$ cat src/hdl/febm_ram.sv
// generic single write port ram with registered read
module febm_ram #(
  parameter int unsigned WIDTH = 16,
  parameter int unsigned DEPTH = 240,
  localparam int unsigned AW = $clog2(DEPTH)
) (
  input  logic             clk_i,
  input  logic             we_i,
  input  logic [AW-1:0]    waddr_i,
  input  logic [WIDTH-1:0] wdata_i,
  input  logic [AW-1:0]    raddr_i,
  output logic [WIDTH-1:0] rdata_o
);

  logic [WIDTH-1:0] mem_q [DEPTH];
  logic [WIDTH-1:0] rdata_q;

  always_ff @(posedge clk_i) begin
    if (we_i) begin
      mem_q[waddr_i] <= wdata_i;
    end
    rdata_q <= mem_q[raddr_i];
  end

  assign rdata_o = rdata_q;

endmodule

$ cat config.mk
export PLATFORM = sky130hd
export DESIGN_NAME = febm_ram
export DESIGN_NICKNAME = d
export VERILOG_FILES = /design/src/hdl/febm_ram.sv
export SDC_FILE = /design/constraint.sdc
export NUM_CORES = 2
export LEC_CHECK = 0
export BUFFER_PORTS_ARGS = -buffer_cell sky130_fd_sc_hd__buf_2
export CAP_MARGIN = 40
export CORE_ASPECT_RATIO = 1.5
export CORE_MARGIN = 2
export CORE_UTILIZATION = 55
export CTS_CLUSTER_SIZE = 8
export DETAILED_ROUTE_END_ITERATION = 8
export PLACE_DENSITY_LB_ADDON = 0.1
export RECOVER_POWER = 50
export SYNTH_ARGS = -nofsm -noshare
export SYNTH_HDL_FRONTEND = slang
export SYNTH_SLANG_ARGS = --single-unit
$ cat constraint.sdc
create_clock -name clk_i -period 2.6 [get_ports clk_i]
set_clock_uncertainty 0.05 [all_clocks]
set_input_delay 0.52 -clock clk_i [delete_from_list [all_inputs] [get_ports clk_i]]
set_output_delay 0.52 -clock clk_i [all_outputs]
set_load 0.01 [all_outputs]
# --- Word-level counts from Yosys, hierarchy flattened ---
# Memory sizes are Yosys's and may differ from the RTL's. A register that Yosys moved wholly into a read port is not among the register bits.
# Index checks and enable logic that the tools add are counted.
classes:
  n_reduce_logical: 0
  addsub: 0
  n_shift: 0
  mux: 2
  n_lt_le_gt_ge: 0
  div_mod_pow: 0
  n_bitwise: 0
  eq_ne: 0
  multipliers: 0
op_table:
  columns: ["cell", "count"]
  rows:
  - ["$mux W1", 2]
word_totals:
  mem_bits_ro: 0
  latchBits: 0
  ff_bits: 0
  inputBits: 34
  ramBits: 3840
  mem_count: 1
mem_list:
  columns: ["name", "depth", "width", "read_ports", "rd_clocked_by_memory_dff", "wr", "line", "source"]
  rows:
  - ["mem_q", 240, 16, 1, 1, 1, "15", "logic [WIDTH-1:0] mem_q [DEPTH];"]

# --- Logic depth before layout (Yosys ltp) ---
logic_depth:
  word_depth: 2
  depth_mapped: 14

# --- Least setup slack after synthesis ---
# No wires, ideal clock.
synth_timing:
  path_kind: "input -> register"
  start: "in raddr_i[0]"
  end: "reg rdata_q[4], in the netlist rdata_o[4], read port of mem_q"
  path_buffers: 4
  cell_stages: 9
  setup_ps: 116
  setup_slack_ps: -181
  t_required_ps: 2434
  arrival_ps: 2616
  cell_sequence: "buf_6 -> buf_12 -> buf_8 -> buf_2 -> mux4_2 -> mux4_2 -> a22oi_1 -> nand4_1 -> and3_1"
synth_lines:
  columns: ["element", "line", "source"]
  rows:
  - ["start, declared", "11", "input logic [AW-1:0] raddr_i,"]
  - ["end, declared", "16", "logic [WIDTH-1:0] rdata_q;"]

==> results.cfg <==
[placed_design]
gp_congestion = 0.9188
port_buffers = 49
dp_slack_ps = -1596
placed_cell_area_um2 = 165300
dp_hpwl_um = 281500

[routing]
drtAntennaViolNets = 0
routed_wl_um = 436800
drtPass1Iterations = 6
num_vias = 76322
remaining_drc_errors = 0
wl_per_cell_um = 37.85
viasPerCell = 6.614
drt_iter0_markers = 9656

[die]
die_h_um = 641.4
rows = 234
dieWidth_um = 428.9
fp.dieArea_um2 = 275100
io_pins = 50
core_um2 = 270200
start_util = 0.5513

[yosys]
async_flop_share = 0
synth_edf_count = 3840
ys_seq_area_frac = 0.7762
yosys_warnings = 0
synthesis.area_um2 = 149000
ys.flop_type = edfxtp_1
synth_nets = 6473
synth_seq_cells = 3856
syn_inst = 6439
netlist-cell-type-count = 78
syn_avg_cell_area_um2 = 23.14

[clocking]
worstSkewPairLatency_ps = 940
cts_tree = yes
cts_root_buffer = clkbuf_16
cts_buffers = 556
clock_sinks = 3856
cts_buffer_depth = 4
clk_pin_slew_ps = 50
htreeDepth = 6
cts_setup_buffers = 0

[global_routing]
grt_max_degree = 138
grt_usage = 0.3196
grt_pass1_wl_um = 608100
grt-ovfl-total = 0
grt_pass1_vias = 78596
antenna_found_initial = 38

[sta]
setup_violations = 158
setup_ws_ps = -194.8
slew_headroom = -0.8924
slew_viol_final = 631
period_share = 1.075
rsz0062_at_grt = yes
fmax_ghz = 0.3578
worst_slew_pin_slew_ps = 2839
finalHoldViolCount = 0
period_needed_ps = 2795

[power_and_ir_drop]
seqPwrFrac = 0.491
leakage_uw = 0.05847
power_density_nw_per_um2 = 781.5
irDropWorstVdd_v = 0.0006429
clock_power_share = 0.454
p_int_uw = 110800
p_switching_uw = 29430
p_sw_frac = 0.2099
pwr-share-comb = 0.055

[status]
violations = max-capacitance violations, max-slew violations, negative setup slack
status = complete, but fails checks

[finish]
syn_to_final_growth_pct = 20.45
fillCellCount = 17124
drive_gt1_frac = 0.3815
nets = 7907
design_area_um2 = 179400

[worst_setup_path]
crit_arrival_ps = 3580
r2r-start = mem_q[167][4]
endpoint_kind = register
worstPathMaxFanout = 1
r2r_cells = 6
crit_type = reg -> reg
r2r-end = rdata_o[4]
crit_required_ps = 3380
worst-r2r-setup-slack_ps = -190
start_kind = register

[job]
drv_cap = 15

[min_path]
hold_depth = 4
hold_end = rdata_o[1]
hold_start = raddr_i[7]
min-delay-path-class = in -> reg
how the worst max path moves through the flow:
stage	slack (ps)	to	start	cells past startpoint
global placement	-1570	rdata_o[0]	raddr_i[0]	12
CTS	-120	rdata_o[4]	mem_q[167][4]	6
detailed placement	-1600	rdata_o[0]	raddr_i[0]	12
global route	-130	rdata_o[4]	mem_q[166][4]	6
floorplan	-140	rdata_o[10]	raddr_i[0]	9
finish	-190	rdata_o[4]	mem_q[167][4]	6
Yosys cell counts (all sizes together), types with 14 or more instances:
master,instances,area share
a22oi,46,0.0024
mux4,1037,0.16
nor2b,25,0.0010
nor4,14,0.00063
buf,242,0.014
o221ai,15,0.00088
mux2i,166,0.011
a211oi,19,0.00096
a22o,16,0.00094
edfxtp,3840,0.77
nor2,305,0.0077
clkbuf,128,0.0038
dfxtp,16,0.0022
nor3,14,0.00050
a221oi,27,0.0018
a31oi,18,0.00076
o22ai,38,0.0016
nand2,171,0.0043
nand4,25,0.0010
a21oi,26,0.00087
mux2,27,0.0020
o21ai,32,0.0011
nand3,60,0.0020
placed cells by master (no fill, tap or decap), types with 25 or more instances in the layout:
master	netlist	routed
a21oi_1	26	25
mux4_1	29	29
nor2_2	0	165
nor2_1	305	140
mux4_2	1008	1008
o21ai_0	27	25
a22oi_1	45	45
clkbuf_1	119	97
diode_2	0	27
mux2i_1	166	166
edfxtp_1	3840	3840
clkbuf_16	0	575
nand4_1	25	25
buf_2	97	30
clkbuf_2	0	56
buf_12	20	325
nand3_1	60	53
nand2_1	171	171
buf_4	30	767
o22ai_1	38	35
mux2_2	27	27
worst max-delay path: stages, from the launching register on:
cell and delay (ps):
edfxtp_1 350, mux4_2 490, mux4_2 510, o211ai_1 400
nand4_1 450, buf_4 300, and3_4 140
cell type report:
type	count	area, um2	share of cell area
Tap cell	3540	4429	0.02468
Multi-Input combinational cell	2204	31210	0.1739
Clock buffer	629	14590	0.08132
Timing Repair Buffer	1246	13130	0.07315
Inverter	9	51.30	0.0002859
Antenna cell	27	67.56	0.0003766
Sequential cell	3856	115600	0.6444
Clock inverter	29	327.8	0.001827
timing repair:
action	CTS	global route
gates resized for setup	18	4
hold endpoints to repair	66	0
endpoints found under the setup margin	8	5
hold buffers	4	0
pin swaps	4	2
cloned	0	0
power groups by stage:
| stage | sequential (uW) | clock (uW) | combinational [uW] |
|---|---|---|---|
| after global placement | 69900 | 0 | 7700 |
| after floorplan | 69900 | 0 | 3450 |
| after global routing | 68800 | 66700 | 7990 |
| final | 68900 | 63600 | 7770 |
| after CTS | 68800 | 64300 | 7870 |
| after detailed placement | 69900 | 0 | 7810 |
flip-flops by register name, indices dropped and copies added, names as in the netlist:
register  flops
mem_q      3840
rdata_o      16
logic make-up (layout without fill, tap and decap cells):
family | count (synthesis) | after routing | synth area share
muxes | 1230 | 1230 | 0.1707
AOI/OAI and AO/OA | 305 | 305 | 0.01522
buffers and inverters | 379 | 1913 | 0.01807
other | 0 | 27 | 0
and+or+nand+nor | 669 | 669 | 0.01983
DFF | 3856 | 3856 | 0.7762
per-layer routing:
metal	vias to the layer above	GRT usage	share of wire
met5	-	0	0.00034
met1	40878	0.4081	0.35
met3	969	0.06272	0.090
met4	22	0.1642	0.060
met2	4212	0.5268	0.50
li1	30241	-	-
stage by stage:
stage            util  hold slack [ps]  instances  power (uW)  TNS [ps]
6_report       0.6640            344.2      11540      140200     -3318
4_1_cts        0.6675            40.54      11511      141000    -165.9
5_1_grt        0.6639            314.4      11530      143500    -13100
3_3_place_gp   0.6117            822.8      10846       77640    -15770
3_5_place_dp   0.6118            830.2      10849       77750    -15580
2_1_floorplan       -            568.9       6439       73350   -153940
Note: power is estimated with default switching activity, not from simulation.
