`src/hdl/febm_pkg.sv`:
```
// shared types, constants and the control store of the block map translator
package febm_pkg;

  // entry layout and table size
  localparam int unsigned ENTRY_BYTES = 512;
  localparam int unsigned TABLE_DEPTH = 240;

  localparam int unsigned BYTE_W  = 8;
  localparam int unsigned START_W = 24;
  localparam int unsigned RD_W    = 15;
  localparam int unsigned BS_W    = 17;
  localparam int unsigned BLK_W   = 16;
  localparam int unsigned ADDR_W  = 32;
  localparam int unsigned NAME_W  = 24;
  localparam int unsigned PART_W  = 8;
  localparam int unsigned SIZE_W  = 32;

  localparam int unsigned EPOS_W = $clog2(ENTRY_BYTES);
  localparam int unsigned TBL_AW = $clog2(TABLE_DEPTH);
  localparam int unsigned CNT_W  = $clog2(TABLE_DEPTH + 1);

  // block size clamp
  localparam int unsigned BS_MIN_LOG = 9;
  localparam logic [BS_W-1:0] BS_MIN = BS_W'(1 << BS_MIN_LOG);
  localparam logic [BS_W-1:0] BS_MAX = BS_W'(65536);

  // logical position = start + done, quotient by a block size of at least BS_MIN
  localparam int unsigned POS_W     = START_W + 1;
  localparam int unsigned IDX_W     = POS_W - BS_MIN_LOG;
  localparam int unsigned DIV_CNT_W = $clog2(IDX_W + 1);

  localparam int unsigned MAX_CHUNKS = 33;
  localparam int unsigned NCH_W      = $clog2(MAX_CHUNKS);

  // entry byte offsets
  localparam logic [EPOS_W-1:0] POS_NAME0 = EPOS_W'(9);
  localparam logic [EPOS_W-1:0] POS_NAME1 = EPOS_W'(10);
  localparam logic [EPOS_W-1:0] POS_NAME2 = EPOS_W'(11);
  localparam logic [EPOS_W-1:0] POS_SIZE0 = EPOS_W'(12);
  localparam logic [EPOS_W-1:0] POS_SIZE1 = EPOS_W'(13);
  localparam logic [EPOS_W-1:0] POS_SIZE2 = EPOS_W'(14);
  localparam logic [EPOS_W-1:0] POS_SIZE3 = EPOS_W'(15);
  localparam logic [EPOS_W-1:0] POS_PART  = EPOS_W'(17);
  localparam logic [EPOS_W-1:0] POS_TBL   = EPOS_W'(32);
  localparam logic [EPOS_W-1:0] POS_LAST  = EPOS_W'(ENTRY_BYTES - 1);

  localparam logic [BYTE_W-1:0] BYTE_EMPTY  = 8'h00;
  localparam logic [BYTE_W-1:0] BYTE_ERASED = 8'hff;
  localparam logic [BLK_W-1:0]  BLK_SKIP    = 16'hffff;

  // control store
  localparam int unsigned STEP_W = 4;

  typedef enum logic [3:0] {
    ACT_NONE,
    ACT_ACCEPT,
    ACT_BYTE,
    ACT_MUL_MIN,
    ACT_EMIT_BYTE,
    ACT_DIV_GO,
    ACT_DIV_TAKE,
    ACT_MUL_TBL,
    ACT_EMIT_CHUNK,
    ACT_NEXT
  } act_e;

  typedef enum logic [2:0] {
    COND_NONE,
    COND_NO_IN,
    COND_READ,
    COND_ZERO,
    COND_DIV,
    COND_LAST,
    COND_ALWAYS
  } cond_e;

  typedef struct packed {
    act_e              act;
    cond_e             cond;
    logic              emit;
    logic [STEP_W-1:0] target;
  } ucode_t;

  typedef struct packed {
    logic in_valid;
    logic is_read;
    logic zero_count;
    logic div_busy;
    logic last;
    logic out_busy;
  } flags_t;

  localparam logic [STEP_W-1:0] ST_IDLE      = 4'd0;
  localparam logic [STEP_W-1:0] ST_DISPATCH  = 4'd1;
  localparam logic [STEP_W-1:0] ST_BYTE      = 4'd2;
  localparam logic [STEP_W-1:0] ST_BYTE_MIN  = 4'd3;
  localparam logic [STEP_W-1:0] ST_BYTE_EMIT = 4'd4;
  localparam logic [STEP_W-1:0] ST_RD_DIV    = 4'd5;
  localparam logic [STEP_W-1:0] ST_RD_MIN    = 4'd6;
  localparam logic [STEP_W-1:0] ST_RD_WAIT   = 4'd7;
  localparam logic [STEP_W-1:0] ST_RD_TAKE   = 4'd8;
  localparam logic [STEP_W-1:0] ST_CH_READ   = 4'd9;
  localparam logic [STEP_W-1:0] ST_CH_MUL    = 4'd10;
  localparam logic [STEP_W-1:0] ST_CH_EMIT   = 4'd11;
  localparam logic [STEP_W-1:0] ST_CH_NEXT   = 4'd12;

  function automatic ucode_t ucode_rom(input logic [STEP_W-1:0] step);
    ucode_t cw;
    unique case (step)
      ST_IDLE:      cw = '{ACT_ACCEPT,     COND_NO_IN,  1'b0, ST_IDLE};
      ST_DISPATCH:  cw = '{ACT_NONE,       COND_READ,   1'b0, ST_RD_DIV};
      ST_BYTE:      cw = '{ACT_BYTE,       COND_NONE,   1'b0, ST_IDLE};
      ST_BYTE_MIN:  cw = '{ACT_MUL_MIN,    COND_NONE,   1'b0, ST_IDLE};
      ST_BYTE_EMIT: cw = '{ACT_EMIT_BYTE,  COND_ALWAYS, 1'b1, ST_IDLE};
      ST_RD_DIV:    cw = '{ACT_DIV_GO,     COND_ZERO,   1'b0, ST_IDLE};
      ST_RD_MIN:    cw = '{ACT_MUL_MIN,    COND_NONE,   1'b0, ST_IDLE};
      ST_RD_WAIT:   cw = '{ACT_NONE,       COND_DIV,    1'b0, ST_RD_WAIT};
      ST_RD_TAKE:   cw = '{ACT_DIV_TAKE,   COND_NONE,   1'b0, ST_IDLE};
      ST_CH_READ:   cw = '{ACT_NONE,       COND_NONE,   1'b0, ST_IDLE};
      ST_CH_MUL:    cw = '{ACT_MUL_TBL,    COND_NONE,   1'b0, ST_IDLE};
      ST_CH_EMIT:   cw = '{ACT_EMIT_CHUNK, COND_LAST,   1'b1, ST_IDLE};
      ST_CH_NEXT:   cw = '{ACT_NEXT,       COND_ALWAYS, 1'b0, ST_CH_READ};
      default:      cw = '{ACT_NONE,       COND_ALWAYS, 1'b0, ST_IDLE};
    endcase
    return cw;
  endfunction

endpackage

```
`src/hdl/febm_seq.sv`:
```
// step counter and control store lookup
module febm_seq (
  input  logic              clk_i,
  input  logic              rst_ni,
  input  febm_pkg::flags_t  flags_i,
  output febm_pkg::ucode_t  cw_o
);
  import febm_pkg::*;

  logic [STEP_W-1:0] step_q, step_d;
  ucode_t            cw;
  logic              jump;
  logic              stall;

  always_comb begin
    cw    = ucode_rom(step_q);
    stall = cw.emit && flags_i.out_busy;
    unique case (cw.cond)
      COND_NONE:   jump = 1'b0;
      COND_NO_IN:  jump = !flags_i.in_valid;
      COND_READ:   jump = flags_i.is_read;
      COND_ZERO:   jump = flags_i.zero_count;
      COND_DIV:    jump = flags_i.div_busy;
      COND_LAST:   jump = flags_i.last;
      COND_ALWAYS: jump = 1'b1;
      default:     jump = 1'b1;
    endcase
    priority if (stall) begin
      step_d = step_q;
    end else if (jump) begin
      step_d = cw.target;
    end else begin
      step_d = step_q + 1'b1;
    end
  end

  always_ff @(posedge clk_i or negedge rst_ni) begin
    if (!rst_ni) begin
      step_q <= ST_IDLE;
    end else begin
      step_q <= step_d;
    end
  end

  assign cw_o = cw;

endmodule

```
`config.mk`:
```
export PLATFORM = sky130hd
export DESIGN_NAME = febm_seq
export DESIGN_NICKNAME = d
export VERILOG_FILES = /design/src/hdl/febm_pkg.sv /design/src/hdl/febm_seq.sv
export SDC_FILE = /design/constraint.sdc
export NUM_CORES = 1
export LEC_CHECK = 0
export ABC_AREA = 1
export BUFFER_PORTS_ARGS = -buffer_cell sky130_fd_sc_hd__clkbuf_2
export CAP_MARGIN = 20
export CORE_MARGIN = 1
export CORE_UTILIZATION = 48
export CTS_CLUSTER_DIAMETER = 60
export DETAILED_ROUTE_END_ITERATION = 8
export GPL_TIMING_DRIVEN = 0
export HOLD_SLACK_MARGIN = 0.1
export PLACE_DENSITY = 0.7
export SETUP_SLACK_MARGIN = 0.1
export SYNTH_ARGS = -nofsm -noshare
export SYNTH_HDL_FRONTEND = slang
export SYNTH_SLANG_ARGS = --single-unit
export TNS_END_PERCENT = 10
```
`constraint.sdc`:
```
create_clock -name clk_i -period 2.7 [get_ports clk_i]
set_input_delay 0.54 -clock clk_i [delete_from_list [all_inputs] [get_ports clk_i]]
set_output_delay 0.54 -clock clk_i [all_outputs]
set_load 0.01 [all_outputs]
```
---- Word-level counts from Yosys, hierarchy flattened ----
Memories as Yosys holds them, arrays and structs flattened.
Cells that the tools add are included.
W data, S select, Z words.
storage, ports and cells
  word-level logic and storage cells ...... 13
  bits of input ports ..................... 8
  output and inout bits ................... 12
  memories ................................ 1
  bits in registers ....................... 4
  memory bits (read-only) ................. 192
cells by class
  add/subtract/negate cells ............... 1
  equality and inequality tests ........... 5
  reduce and logical (&&, ||, !) cells .... 3
  multiplexer cells ....................... 2
memory list
  memory            depth  bits a word  rd ports  clocked after Yosys merged registers in  wr ports  RTL line         source
  (name not given)  16     12           1         0                                        0         febm_pkg.sv:109  unique case (step)
operator list
  kind                   count
  $eq A3 B2 Y1 const B   2
  $eq A3 B3 Y1 const B   2
  $pmux W1 S6            1
  $add A4 B1 Y4 const B  1
  $mux W4                1
  $eq A3 B1 Y1 const B   1
  $logic_not A3 Y1       1
  $logic_and A1 B1 Y1    1
  $logic_not A1 Y1       1

---- Logic depth before layout (Yosys ltp) ----
An unclocked memory read counts as a cell.
  depth after elaboration ................. 4
  depth in mapped cells ................... 14

---- Worst setup path before layout ----
OpenSTA, ideal clock, no wires.
  path kind ............................... reg-to-output
  start point ............................. register step_q[1]
  end point ............................... output cw_o[0] in the netlist's numbering
  slack ................................... 0.812 ns
  cell stages (with the launch flop) ...... 7
  arrival time ............................ 1.348 ns
  buffers on the path ..................... 0
  data required time ...................... 2.160 ns
  path through ............................ dfrtp_1 inv_1 ha_1 nor2_1 nor3_1 inv_1 nand2_1
RTL lines
  element                 RTL line        source
  from (decl)             febm_seq.sv:10  logic [STEP_W-1:0] step_q, step_d;
  from (signal assigned)  febm_seq.sv:41  step_q <= step_d;
  to (decl)               febm_seq.sv:6   output febm_pkg::ucode_t cw_o

==> flow_summary.json <==
{
  "status": "completed",
  "timing.rr.start": "step_q[0]",
  "yosys.area_share.xor_xnor": 0.01211,
  "max-slew-margin-rel": 0.8183,
  "yosys_warnings": 0,
  "end_kind": "output pin",
  "fin_skew_ns": 0.002396,
  "synth_top_family_by_area": "simple AND/OR/NAND/NOR gates",
  "yosys.area.top_type_share": 0.1972,
  "grtUsageTotal": 0.2325,
  "routed-via-count": 761,
  "grt_setup_unrepaired": "no",
  "synth_fa_ha_area_frac": 0.1730,
  "r2r_slack_ns": 0.70,
  "dpl.cell_count": 149,
  "setup_slack_ns": 0.4369,
  "crit_required_ns": 2.16,
  "crit_path_start": "step_q[0]",
  "arrival_ns": 1.72,
  "cts_htree_levels": 1,
  "tightest_slew_ns": 0.2705,
  "grt-ovfl-total": 0,
  "critPathLaunchType": "register",
  "fin_crit_sh": 0.8382,
  "grt_max_degree": 11,
  "fmax_ghz": 0.4419,
  "dieArea_um2": 1666,
  "die_h_um": 40.82,
  "rows": 13,
  "ioPinCount": 20,
  "fp.coreArea_um2": 1350,
  "drv_slew": 0,
  "die_w_um": 40.82,
  "setup_viol": 0,
  "synthMuxAreaShare": 0,
  "synthCells": 115,
  "ctsResizeCount": 0,
  "path_class": "register to output pin",
  "synth_seq_cells": 4,
  "first_pass_iters": 4,
  "remaining_drc_errors": 0,
  "synth_largest_area_cell": "nand2_1",
  "regMostFlops": "step_q",
  "antenna_found_initial": 0,
  "min_from": "step_q[1]",
  "netlist_area_um2": 723.2,
  "min_period_ns": 2.263,
  "clkTransAtPathRegs_ns": 0.04,
  "nFillCells": 147,
  "cts-root-buf": "clkbuf_4",
  "largestRegisters": "step_q (4)",
  "synth_simple_gate_area_share": 0.4602,
  "synth_area_leaders": "nand2_1, ha_1, dfrtp_1, nand2_2, nand3_1",
  "maxCapViolCount": 0,
  "hpwlAfterDp_um": 1306,
  "drt_iter0_markers": 14,
  "diodes": 0,
  "synth-seq-area-share": 0.1384,
  "area_delta_synth_final_pct": 20.24,
  "syn_area_per_cell_um2": 6.289,
  "drtAntennaViolNets": 0,
  "regArea_um2": 100.1,
  "initial_utilization": 0.5357,
  "io_buffers": 19,
  "wl_per_cell_um": 10.22,
  "clk_path_buf_depth": 2,
  "crit_fanout": 6,
  "gp_congestion": 0.8252,
  "grt_pass1_wl_um": 2553,
  "cts_tree": "done",
  "layout.nets": 158,
  "drive_gt1_frac": 0.2971,
  "stdcell_count": 153,
  "insertion_delay_ns": 0.23,
  "setup-tns-final_ns": 0,
  "cts_buffers": 3,
  "grt_pass1_vias": 606,
  "place_ws_ns": 0.6728,
  "clkSinkCount": 4,
  "synth_compound_area_frac": 0.09516,
  "largest_register_ffs": 4,
  "holdCritPathClass": "register to register",
  "multi_input_area_um2": 535.5,
  "totalWireLength_um": 1564,
  "vias_per_cell": 4.974,
  "synthesis.nets": 133,
  "timing_hold_violations_final": 0,
  "synth_cell_types": 20
}
-- cells in the mapped netlist (all sizes together) --
master / n
nand2: 49
a21oi: 2
nand3: 14
inv: 16
o21ai: 8
buf: 2
or2: 1
dfrtp: 4
nor3: 1
ha: 10
xor2: 1
o21bai: 1
nor2: 6
-- stage by stage --
step                hold WS [ns]  area [um^2]    util
detailed placement        0.3477        837.1  0.6200
finish                    0.5628        869.6  0.6441
global route              0.6173        869.6  0.6441
CTS                       0.5744        869.6  0.6441
global placement          0.3453        837.1  0.6200
floorplan                 0.2444        723.2       -
-- repair_timing --
action,4_1_cts,5_1_grt
setup buffers,0,0
endpoints found under the setup margin,0,0
hold buffers,1,0
hold endpoints to repair,1,0
-- worst max-delay path: stages, from the launching register on --
cell and delay (ns):
dfrtp_1 0.44, inv_1 0.13, ha_1 0.31, inv_1 0.10, nand2_1 0.06, nand2_1 0.11
nand2_2 0.09, inv_1 0.12, clkbuf_2 0.15
-- worst paths after layout --
kind,cells past startpoint,to
max,8,cw_o[7]
max reg2reg,13,step_q[2]
min in group asynchronous,2,step_q[2]
min,2,step_q[1]
min reg2reg,2,step_q[1]
max in group asynchronous,2,step_q[0]
-- area by class of cell --
cell class	instances	area share
Inverter	16	0.07482
Clock buffer	3	0.02590
Multi-Input combinational cell	93	0.6158
Tap cell	15	0.02158
Timing Repair Buffer	20	0.1209
Sequential cell	4	0.1151
Buffer	2	0.02590
-- cell usage in the layout, fill, tap and decap left out --
cell and count:
dfrtp_1 4, xor2_1 1, clkbuf_4 3, inv_1 14, or2_4 1, nand2_1 38
a21oi_4 1, dlygate4sd3_1 1, buf_6 2, nor2_1 6, nand3_2 2, o21ai_0 7
inv_2 1, o21bai_1 1, clkbuf_2 19, inv_6 1, o21ai_1 1, nor3_1 1
nand2_4 1, nand2_2 10, nand3_1 12, a21oi_1 1, ha_1 10
-- metal layers --
metal  vias to the layer above  wire [um]  track usage
met1                       333        748       0.2914
met2                        22        767       0.4023
met4                         0          0      0.07500
li1                        406          -            -
met5                         -          0            0
met3                         0         48      0.03261
-- logic make-up (layout without fill, tap and decap cells) --
group / after synthesis / after routing
simple gates: 71 / 71
buf+inv: 18 / 41
compound gates: 11 / 11
fa+ha+maj: 10 / 10
flops: 4 / 4
xor+xnor: 1 / 1
Power is not shown: default switching activity piles up to over one toggle a cycle in this logic, so the estimate is an artifact.
