--- src/hdl/febm_pkg.sv ---
// shared types, constants and the control store of the block map translator
package febm_pkg;

  // entry layout and table size
  localparam int unsigned ENTRY_BYTES = 512;
  localparam int unsigned TABLE_DEPTH = 240;

  localparam int unsigned BYTE_W  = 8;
  localparam int unsigned START_W = 24;
  localparam int unsigned RD_W    = 15;
  localparam int unsigned BS_W    = 17;
  localparam int unsigned BLK_W   = 16;
  localparam int unsigned ADDR_W  = 32;
  localparam int unsigned NAME_W  = 24;
  localparam int unsigned PART_W  = 8;
  localparam int unsigned SIZE_W  = 32;

  localparam int unsigned EPOS_W = $clog2(ENTRY_BYTES);
  localparam int unsigned TBL_AW = $clog2(TABLE_DEPTH);
  localparam int unsigned CNT_W  = $clog2(TABLE_DEPTH + 1);

  // block size clamp
  localparam int unsigned BS_MIN_LOG = 9;
  localparam logic [BS_W-1:0] BS_MIN = BS_W'(1 << BS_MIN_LOG);
  localparam logic [BS_W-1:0] BS_MAX = BS_W'(65536);

  // logical position = start + done, quotient by a block size of at least BS_MIN
  localparam int unsigned POS_W     = START_W + 1;
  localparam int unsigned IDX_W     = POS_W - BS_MIN_LOG;
  localparam int unsigned DIV_CNT_W = $clog2(IDX_W + 1);

  localparam int unsigned MAX_CHUNKS = 33;
  localparam int unsigned NCH_W      = $clog2(MAX_CHUNKS);

  // entry byte offsets
  localparam logic [EPOS_W-1:0] POS_NAME0 = EPOS_W'(9);
  localparam logic [EPOS_W-1:0] POS_NAME1 = EPOS_W'(10);
  localparam logic [EPOS_W-1:0] POS_NAME2 = EPOS_W'(11);
  localparam logic [EPOS_W-1:0] POS_SIZE0 = EPOS_W'(12);
  localparam logic [EPOS_W-1:0] POS_SIZE1 = EPOS_W'(13);
  localparam logic [EPOS_W-1:0] POS_SIZE2 = EPOS_W'(14);
  localparam logic [EPOS_W-1:0] POS_SIZE3 = EPOS_W'(15);
  localparam logic [EPOS_W-1:0] POS_PART  = EPOS_W'(17);
  localparam logic [EPOS_W-1:0] POS_TBL   = EPOS_W'(32);
  localparam logic [EPOS_W-1:0] POS_LAST  = EPOS_W'(ENTRY_BYTES - 1);

  localparam logic [BYTE_W-1:0] BYTE_EMPTY  = 8'h00;
  localparam logic [BYTE_W-1:0] BYTE_ERASED = 8'hff;
  localparam logic [BLK_W-1:0]  BLK_SKIP    = 16'hffff;

  // control store
  localparam int unsigned STEP_W = 4;

  typedef enum logic [3:0] {
    ACT_NONE,
    ACT_ACCEPT,
    ACT_BYTE,
    ACT_MUL_MIN,
    ACT_EMIT_BYTE,
    ACT_DIV_GO,
    ACT_DIV_TAKE,
    ACT_MUL_TBL,
    ACT_EMIT_CHUNK,
    ACT_NEXT
  } act_e;

  typedef enum logic [2:0] {
    COND_NONE,
    COND_NO_IN,
    COND_READ,
    COND_ZERO,
    COND_DIV,
    COND_LAST,
    COND_ALWAYS
  } cond_e;

  typedef struct packed {
    act_e              act;
    cond_e             cond;
    logic              emit;
    logic [STEP_W-1:0] target;
  } ucode_t;

  typedef struct packed {
    logic in_valid;
    logic is_read;
    logic zero_count;
    logic div_busy;
    logic last;
    logic out_busy;
  } flags_t;

  localparam logic [STEP_W-1:0] ST_IDLE      = 4'd0;
  localparam logic [STEP_W-1:0] ST_DISPATCH  = 4'd1;
  localparam logic [STEP_W-1:0] ST_BYTE      = 4'd2;
  localparam logic [STEP_W-1:0] ST_BYTE_MIN  = 4'd3;
  localparam logic [STEP_W-1:0] ST_BYTE_EMIT = 4'd4;
  localparam logic [STEP_W-1:0] ST_RD_DIV    = 4'd5;
  localparam logic [STEP_W-1:0] ST_RD_MIN    = 4'd6;
  localparam logic [STEP_W-1:0] ST_RD_WAIT   = 4'd7;
  localparam logic [STEP_W-1:0] ST_RD_TAKE   = 4'd8;
  localparam logic [STEP_W-1:0] ST_CH_READ   = 4'd9;
  localparam logic [STEP_W-1:0] ST_CH_MUL    = 4'd10;
  localparam logic [STEP_W-1:0] ST_CH_EMIT   = 4'd11;
  localparam logic [STEP_W-1:0] ST_CH_NEXT   = 4'd12;

  function automatic ucode_t ucode_rom(input logic [STEP_W-1:0] step);
    ucode_t cw;
    unique case (step)
      ST_IDLE:      cw = '{ACT_ACCEPT,     COND_NO_IN,  1'b0, ST_IDLE};
      ST_DISPATCH:  cw = '{ACT_NONE,       COND_READ,   1'b0, ST_RD_DIV};
      ST_BYTE:      cw = '{ACT_BYTE,       COND_NONE,   1'b0, ST_IDLE};
      ST_BYTE_MIN:  cw = '{ACT_MUL_MIN,    COND_NONE,   1'b0, ST_IDLE};
      ST_BYTE_EMIT: cw = '{ACT_EMIT_BYTE,  COND_ALWAYS, 1'b1, ST_IDLE};
      ST_RD_DIV:    cw = '{ACT_DIV_GO,     COND_ZERO,   1'b0, ST_IDLE};
      ST_RD_MIN:    cw = '{ACT_MUL_MIN,    COND_NONE,   1'b0, ST_IDLE};
      ST_RD_WAIT:   cw = '{ACT_NONE,       COND_DIV,    1'b0, ST_RD_WAIT};
      ST_RD_TAKE:   cw = '{ACT_DIV_TAKE,   COND_NONE,   1'b0, ST_IDLE};
      ST_CH_READ:   cw = '{ACT_NONE,       COND_NONE,   1'b0, ST_IDLE};
      ST_CH_MUL:    cw = '{ACT_MUL_TBL,    COND_NONE,   1'b0, ST_IDLE};
      ST_CH_EMIT:   cw = '{ACT_EMIT_CHUNK, COND_LAST,   1'b1, ST_IDLE};
      ST_CH_NEXT:   cw = '{ACT_NEXT,       COND_ALWAYS, 1'b0, ST_CH_READ};
      default:      cw = '{ACT_NONE,       COND_ALWAYS, 1'b0, ST_IDLE};
    endcase
    return cw;
  endfunction

endpackage

--- src/hdl/febm_div.sv ---
// restoring divider, one quotient bit per cycle
module febm_div (
  input  logic                       clk_i,
  input  logic                       rst_ni,
  input  logic                       start_i,
  input  logic [febm_pkg::POS_W-1:0] dividend_i,
  input  logic [febm_pkg::BS_W-1:0]  divisor_i,
  output logic                       busy_o,
  output logic [febm_pkg::IDX_W-1:0] quot_o,
  output logic [febm_pkg::BS_W-1:0]  rem_o
);
  import febm_pkg::*;

  logic [DIV_CNT_W-1:0] cnt_q, cnt_d;
  logic [BS_W-1:0]      rem_q, rem_d;
  logic [IDX_W-1:0]     num_q, num_d;
  logic [BS_W-1:0]      div_q, div_d;
  logic [BS_W:0]        trial;
  logic [BS_W:0]        diff;
  logic                 ge;

  always_comb begin
    trial = {rem_q, num_q[IDX_W-1]};
    diff  = trial - {1'b0, div_q};
    ge    = trial >= {1'b0, div_q};
    cnt_d = cnt_q;
    rem_d = rem_q;
    num_d = num_q;
    div_d = div_q;
    if (start_i) begin
      // top bits are below the smallest divisor, so no quotient bits there
      rem_d = {{(BS_W - (POS_W - IDX_W)){1'b0}}, dividend_i[POS_W-1:IDX_W]};
      num_d = dividend_i[IDX_W-1:0];
      div_d = divisor_i;
      cnt_d = DIV_CNT_W'(IDX_W);
    end else if (cnt_q != '0) begin
      rem_d = ge ? diff[BS_W-1:0] : trial[BS_W-1:0];
      num_d = {num_q[IDX_W-2:0], ge};
      cnt_d = cnt_q - 1'b1;
    end
  end

  always_ff @(posedge clk_i or negedge rst_ni) begin
    if (!rst_ni) begin
      cnt_q <= '0;
    end else begin
      cnt_q <= cnt_d;
    end
  end

  always_ff @(posedge clk_i) begin
    rem_q <= rem_d;
    num_q <= num_d;
    div_q <= div_d;
  end

  assign busy_o = cnt_q != '0;
  assign quot_o = num_q;
  assign rem_o  = rem_q;

endmodule

--- config.mk ---
export PLATFORM = sky130hd
export DESIGN_NAME = febm_div
export DESIGN_NICKNAME = d
export VERILOG_FILES = /design/src/hdl/febm_pkg.sv /design/src/hdl/febm_div.sv
export SDC_FILE = /design/constraint.sdc
export NUM_CORES = 1
export LEC_CHECK = 0
export ABC_AREA = 1
export BUFFER_PORTS_ARGS = -buffer_cell sky130_fd_sc_hd__buf_2
export CAP_MARGIN = 5
export CORE_MARGIN = 1.5
export CORE_UTILIZATION = 51
export CTS_BUF_LIST = sky130_fd_sc_hd__clkbuf_2
export DETAILED_ROUTE_END_ITERATION = 12
export GPL_ROUTABILITY_DRIVEN = 0
export GPL_TIMING_DRIVEN = 1
export PLACE_DENSITY_LB_ADDON = 0.05
export SYNTH_ARGS = -nofsm -noshare
export SYNTH_HDL_FRONTEND = slang
export SYNTH_SLANG_ARGS = --single-unit
--- constraint.sdc ---
create_clock -name clk_i -period 1.95 [get_ports clk_i]
set_input_delay 0.39 -clock clk_i [delete_from_list [all_inputs] [get_ports clk_i]]
set_output_delay 0.39 -clock clk_i [all_outputs]
set_load 0.1 [all_outputs]
Word-level counts from Yosys, hierarchy flattened:

Cells that the tools add are included.

* bits in registers: 55
* input port bits: 45
* output and inout port bits: 34

* add/sub/neg operators: 2
* order comparisons: 1
* multiplexer cells: 7
* reductions and logical operators: 2

Operators by type and width (number)
* $mux W16: 2
* $ge A18 B17 Y1: 1
* $mux W9: 2
* $mux W17: 1
* $sub A17 B17 Y17: 1
* $mux W5: 2
* $reduce_bool A5 Y1: 1
* $sub A5 B1 Y5 const B: 1
* $reduce_bool A2 Y1: 1

Longest topological paths before layout:

Gate-level depths: netlist of run 1.

* depth in word-level cells: 4
* mapped depth: 15
* depth with buffers taken out: 15

Worst setup path before layout of run 1:

Ideal clock, no wire load.

* path kind: reg-to-reg
* start: reg cnt_q[0]
* end: reg num_q[0] (netlist: quot_o[0]) (enable)
* library setup time: 377 ps
* arrival time: 2467 ps
* data required time: 1573 ps
* setup slack: -894 ps
* cell stages (with the launch flop): 6
* buffers on the path: 0
* period minus slack after synthesis: 2844 ps
* cells stage by stage: dfrtp_1 -> inv_1 -> ha_1 -> nand3b_1 -> nor2_2 -> inv_1

* cells in the longest elaborated chain, start to end: 2

RTL lines
* start: declaration: RTL line febm_div.sv:14 `logic [DIV_CNT_W-1:0] cnt_q, cnt_d;`
* start signal: assignment: RTL line febm_div.sv:47 `cnt_q <= cnt_d;`
* $reduce_bool A5 Y1
* named net busy_o: RTL line febm_div.sv:8 `output logic busy_o,`
* $reduce_bool A2 Y1 (no source line)
* end signal: assignment: RTL line febm_div.sv:53 `num_q <= num_d;`
* end: declaration: RTL line febm_div.sv:16 `logic [IDX_W-1:0] num_q, num_d;`

The timed path passes the listed nets, and every way through them passes these cells.
A chain may end at the register's enable or synchronous reset.

Worst setup path in the final report of run 1:

* start: reg rem_q[4] (netlist: rem_o[4])
* end: reg rem_q[2] (netlist: rem_o[2]), data pin

* cells in the longest elaborated chain, start to end: 4

RTL lines
* start: declaration: RTL line febm_div.sv:15 `logic [BS_W-1:0] rem_q, rem_d;`
* start signal: assignment: RTL line febm_div.sv:52 `rem_q <= rem_d;`
* $ge A18 B17 Y1: RTL line febm_div.sv:25 `ge = trial >= {1'b0, div_q};`
* $mux W17: RTL line febm_div.sv:37 `rem_d = ge ? diff[BS_W-1:0] : trial[BS_W-1:0];`
* $mux W9: RTL line febm_div.sv:36 `end else if (cnt_q != '0) begin`
* $mux W9: RTL line febm_div.sv:30 `if (start_i) begin`
* named net rem_d[2]: RTL line febm_div.sv:15

The timed path passes the listed nets, and every way through them passes these cells. The select of a mux whose other input is x is not followed.

==> results of run 1 <==
## sequential cells by signal (all words and copies together), names as in the netlist
name and cells:
rem_o 17, quot_o 16, cnt_q 5, div_q 17
## layout make-up
cell class,count,area [um2]
Clock inverter,3,22.5
Sequential cell,55,1560
Inverter,70,265
Multi-Input combinational cell,324,2200
Clock buffer,5,25.0
Tap cell,96,120
Fill cell,528,1700
Timing Repair Buffer,142,941
## cell families after synthesis
family | count (synthesis) | synth area share
AND/OR/NAND/NOR | 273 | 0.362
buffers and inverters | 78 | 0.0894
flip-flops | 55 | 0.425
AO/OA/AOI/OAI | 20 | 0.0361
adder cells (fa/ha/maj) | 20 | 0.0708
XOR/XNOR | 7 | 0.0168
## cell usage after synthesis (2+ instances only)
cell type  number
nor2_8          2
xnor2_1         7
o21ai_0         2
nand3_1        32
nor2_4          3
clkbuf_1        2
buf_1           2
ha_1           19
a31oi_1         2
dfrtp_1         5
nand2_8         2
nor2_2          6
inv_1          63
nand3b_1       18
buf_6           2
dfxtp_1         8
nor2_1         13
nand2_1       174
nand2_2        15
inv_2           7
edfxtp_1       42
nand3_2         4
a21oi_1         9
## routing by layer
metal	track usage	part of all wire	routed length [um]	vias up
li1	-	-	-	1737
met1	0.350	0.42	4140	1604
met2	0.448	0.50	4910	122
met3	0.0445	0.065	641	18
met4	0.0880	0.017	171	0
met5	0	0	0	-
## final timing paths
check,from,to,slack [ns],cells past startpoint
setup / recovery,rem_o[4],rem_o[2],-0.07,12
max in group asynchronous,rst_ni,cnt_q[1],1.65,2
min in group asynchronous,rst_ni,cnt_q[4],0.18,2
setup reg to reg,rem_o[4],rem_o[2],-0.07,12
hold / removal,divisor_i[0],div_q[0],0.05,1
hold reg to reg,rem_o[13],rem_o[13],0.49,2
## report_power, final
group / switching (W) / total, W / leakage (nW) / internal, W
Combinational: 0.00420 / 0.00642 / 2.05 / 0.00222
Sequential: 0.000250 / 0.00189 / 0.567 / 0.00164
Clock: 0.000404 / 0.000499 / 0.0333 / 0.0000950
Total: 0.00485 / 0.00880 / 2.65 / 0.00395
## worst register-to-register path, cell delays in order, from the launching register on
cell and delay [ns]:
edfxtp_1 0.52, ha_4 0.33, nand2_4 0.08, inv_2 0.07, nand2_1 0.06, nand2_2 0.08, nand2_2 0.09, nand3_4 0.17
nand2_8 0.10, nand2_8 0.14, nand2_2 0.06, nand3_2 0.06, nand2_1 0.05
## through the flow
stage                     TNS [ns]  total power, W  hold WS [ns]
final                       -0.554         0.00880        0.0458
after global routing         -2.41         0.00937       0.00195
after CTS                   -0.202         0.00835        0.0241
after detailed placement    -0.535         0.00739         0.206
after global placement     -0.0350         0.00728         0.210
after floorplan             -26.79         0.00618        0.0944
## timing repair
action | CTS | global route
endpoints found under the hold margin | 5 | 1
pin swaps | 31 | 23
gates resized for setup | 18 | 37
cloned | 4 | 0
hold buffers | 1 | 1
endpoints found under the setup margin | 19 | 24
setup buffers | 12 | 12
==> impl_metrics.env, run 1 <==
export IMPL_fp_dieH_um=87.5
export IMPL_final_setup_viol_count=13
export IMPL_path_cells="ha_4, nand2_4, inv_2, nand2_1, nand2_2, nand2_2, nand3_4, nand2_8, nand2_8, nand2_2, nand3_2, nand2_1"
export IMPL_ys_top_cells_by_area="edfxtp_1, nand2_1, ha_1"
export IMPL_fin_crit_ns=2.02
export IMPL_syn_inst=453
export IMPL_cp_slowest_cell="edfxtp_1"
export IMPL_drive_gt1_frac=0.434
export IMPL_fin_skew_ns=0.0311
export IMPL_worst_slack_ns=-0.0688
export IMPL_core_area_mm2=0.00683
export IMPL_cts_buffers=5
export IMPL_synth_avg_cell_area_um2=8.03
export IMPL_dpl_instance_area_mm2=0.00460
export IMPL_rsz0062_at_grt="true"
export IMPL_slew_headroom=0.672
export IMPL_drt_iter0_drc=214
export IMPL_maxSlewViolCount=0
export IMPL_synth_area_mm2=0.00364
export IMPL_period_share=1.04
export IMPL_required_ns=2.22
export IMPL_drv_cap=0
export IMPL_h_tree_depth=2
export IMPL_async_flop_share=0.0909
export IMPL_path_buf_inv=1
export IMPL_synth_flop_cell="edfxtp_1"
export IMPL_via_per_inst=5.01
export IMPL_hp_class="in -> reg"
export IMPL_dpl_cell_count=657
export IMPL_nets=663
export IMPL_fin_area_mm2=0.00513
export IMPL_vdd_drop_max_uv=1010
export IMPL_syn_nets=518
export IMPL_stdcell_count=695
export IMPL_tightestPinTransition_ns=0.496
export IMPL_routed_wl_mm=9.86
export IMPL_wl_per_cell_um=14.2
export IMPL_timing_fmax_mhz=495
export IMPL_hpwl_mm=6.79
export IMPL_worstSetupPathType="reg -> reg"
export IMPL_ys_ff_latch=55
export IMPL_start_util=0.533
export IMPL_cts_tree="yes"
export IMPL_synth_top_area_cell="edfxtp_1"
export IMPL_synth_warnings=0
export IMPL_vias=3481
export IMPL_pre_cts_ws_ns=-0.0687
export IMPL_drtAntennaViolNets=0
export IMPL_antenna_found_initial=0
export IMPL_synth_edf_count=42
export IMPL_grt_pass1_wl_mm=15.8
export IMPL_end_kind="register"
export IMPL_arrival_ns=2.29
export IMPL_cp_max_fo=8
export IMPL_grt_max_degree=33
export IMPL_cts_sinks=55
export IMPL_status="complete, but fails checks"
export IMPL_io_buffers=78
export IMPL_area_growth_pct=41.0
export IMPL_post_route_util=0.751
export IMPL_cp_start_kind="register"
export IMPL_crit_top_cell="nand2_2"
export IMPL_final_cell_mix="nand2_1, buf_2, buf_4"
export IMPL_cts_root_buffer_cell="clkbuf_2"
export IMPL_dieArea_mm2=0.00765
export IMPL_n_antenna_cell=0
export IMPL_final_common_cell="nand2_1"
export IMPL_leakage_nw=2.65
export IMPL_critPathTopFamily="simple AND/OR/NAND/NOR gates"
export IMPL_grt_total_usage=0.267
export IMPL_grt_pass1_vias=3403
export IMPL_ys_seq_area_frac=0.425
export IMPL_first_pass_iters=4
export IMPL_clk_latency_ns=0.48
export IMPL_violations="negative setup slack"
export IMPL_synth_top_area_share=0.347
export IMPL_powerDensity_mw_per_mm2=1720
export IMPL_clk_pin_slew_worst_paths_ns=0.31
export IMPL_ioPinCount=79
export IMPL_die_x_um=87.5
export IMPL_finalHoldViolCount=0
export IMPL_critical_path_max_stage_delay_ns=0.52
export IMPL_remaining_drc_errors=0
export IMPL_grt_remaining_overflow=0
export IMPL_ctsLongestPathBuffers=2
export IMPL_rows=30
export IMPL_synth_distinct_cells=37
Power figures use the tool's default switching activity.
==> run 2, diff against run 1 <==
Settings changed: CELL_PAD_IN_SITES_DETAIL_PLACEMENT from default to 1, CELL_PAD_IN_SITES_GLOBAL_PLACEMENT from default to 2, CORE_UTILIZATION 51 to 29.
==> impl_metrics.env, run 2 (synthesis results as in run 1) <==
export IMPL_vias=3561
export IMPL_fin_skew_ns=0.0332
export IMPL_dieArea_mm2=0.0132
export IMPL_grt_pass1_wl_mm=18.7
export IMPL_grt_max_degree=30
export IMPL_status="complete, but fails checks"
export IMPL_cts_tree="yes"
export IMPL_cts_root_buffer_cell="clkbuf_2"
export IMPL_drive_gt1_frac=0.434
export IMPL_drtAntennaViolNets=0
export IMPL_powerDensity_mw_per_mm2=1660
export IMPL_antenna_found_initial=0
export IMPL_cp_start_kind="register"
export IMPL_first_pass_iters=4
export IMPL_leakage_nw=2.83
export IMPL_n_antenna_cell=0
export IMPL_critical_path_max_stage_delay_ns=0.49
export IMPL_worstSetupPathType="reg -> reg"
export IMPL_grt_pass1_vias=3848
export IMPL_start_util=0.301
export IMPL_critPathTopFamily="simple AND/OR/NAND/NOR gates"
export IMPL_nFillCells=1467
export IMPL_ctsLongestPathBuffers=2
export IMPL_rsz0062_at_grt="true"
export IMPL_routed_wl_mm=11.6
export IMPL_drv_cap=0
export IMPL_drt_iter0_drc=100
export IMPL_rows=40
export IMPL_crit_top_cell="nand3_2"
export IMPL_timing_fmax_mhz=491
export IMPL_power_w=0.00929
export IMPL_cts_sinks=55
export IMPL_required_ns=2.28
export IMPL_path_cells="inv_2, ha_4, inv_4, fa_2, nand3_2, nand3_4, nand2_8, buf_6, nand3b_1, nand3_2, nand2_1"
export IMPL_final_common_cell="nand2_1"
export IMPL_grt_total_usage=0.184
export IMPL_wl_per_cell_um=14.5
export IMPL_h_tree_depth=2
export IMPL_final_cell_mix="nand2_1, buf_4, buf_2"
export IMPL_finalHoldViolCount=0
export IMPL_grt_remaining_overflow=0
export IMPL_cts_buffers=5
export IMPL_final_setup_viol_count=14
export IMPL_clk_latency_ns=0.54
export IMPL_via_per_inst=4.44
export IMPL_die_x_um=115
export IMPL_core_area_mm2=0.0121
export IMPL_vdd_drop_max_uv=773
export IMPL_fin_crit_ns=2.04
export IMPL_finalSetupTns_ns=-0.561
export IMPL_worst_slack_ns=-0.0860
export IMPL_slew_headroom=0.676
export IMPL_hold_ws_ns=0.0930
export IMPL_fp_dieH_um=115
export IMPL_path_buf_inv=3
export IMPL_tightestPinTransition_ns=0.489
export IMPL_cp_max_fo=5
export IMPL_cp_slowest_cell="edfxtp_1"
export IMPL_arrival_ns=2.36
export IMPL_clk_pin_slew_worst_paths_ns=0.32
export IMPL_end_kind="register"
export IMPL_nets=698
export IMPL_io_buffers=78
export IMPL_ioPinCount=79
export IMPL_hp_class="in -> reg"
export IMPL_maxSlewViolCount=0
export IMPL_violations="negative setup slack"
export IMPL_remaining_drc_errors=0
export IMPL_hpwl_mm=8.73
export IMPL_period_share=1.04
export IMPL_area_growth_pct=53.8
export IMPL_pre_cts_ws_ns=-0.101
run 2: cell count changes in the layout (fill, tap and decap cells not counted), sizes merged:
cell         change
dlygate4sd3     +16
nand2            -2
clkinvlp         +1
buf             +17
clkbuf           +6
clkinv           -2
nor2             -1
run 2: power by group:
part | internal, W | leakage, nW | switching, W
clock | 0.0000981 | 0.0296 | 0.000442
sequential | 0.00164 | 0.567 | 0.000225
combinational | 0.00261 | 2.23 | 0.00428
run 2: worst paths after layout:
check                          startpoint         end  slack, ns  cells past startpoint
max in group asynchronous          rst_ni    cnt_q[0]       1.68                      2
max reg2reg                    quot_o[15]    rem_o[2]      -0.09                     11
min in group asynchronous          rst_ni    cnt_q[1]       0.13                      2
min reg2reg                      cnt_q[4]    cnt_q[4]       0.51                      1
min                        dividend_i[10]  quot_o[10]       0.09                      3
max                            quot_o[15]    rem_o[2]      -0.09                     11
run 2: cell type report:
cell class | instances | area [um2] | area share
repair buffers | 180 | 1380 | 0.246
flip-flops and latches | 55 | 1560 | 0.278
inverters | 70 | 265 | 0.0474
clock inverters | 2 | 16.3 | 0.00291
clock buffers | 6 | 30.0 | 0.00537
multi-input cells | 321 | 2140 | 0.383
well taps | 168 | 210 | 0.0376
run 2: tightest hold or removal path: stages:
cell and delay, ns:
buf_2 0.07, nand2_1 0.04, nand2_1 0.05
run 2: per-stage QoR:
step / cells / utilization / cell area [um2]
2_1_floorplan: 453 / - / 3850
3_3_place_gp: 749 / 0.403 / 4880
3_5_place_dp: 749 / 0.403 / 4880
4_1_cts: 784 / 0.436 / 5290
5_1_grt: 802 / 0.462 / 5600
6_report: 802 / 0.462 / 5600
run 2: repair_timing:
item,4_1_cts,5_1_grt
setup buffers,8,18
endpoints found under the hold margin,22,0
pin swaps,8,8
gates cloned,1,0
hold buffers,18,0
endpoints found under the setup margin,29,26
resized for setup,23,45
run 2: metal layers:
| layer | GRT usage | routed length [um] |
|---|---|---|
| met4 | 0.0444 | 114 |
| met2 | 0.329 | 5810 |
| met1 | 0.225 | 5240 |
| met3 | 0.0385 | 447 |
| met5 | 0 | 0 |
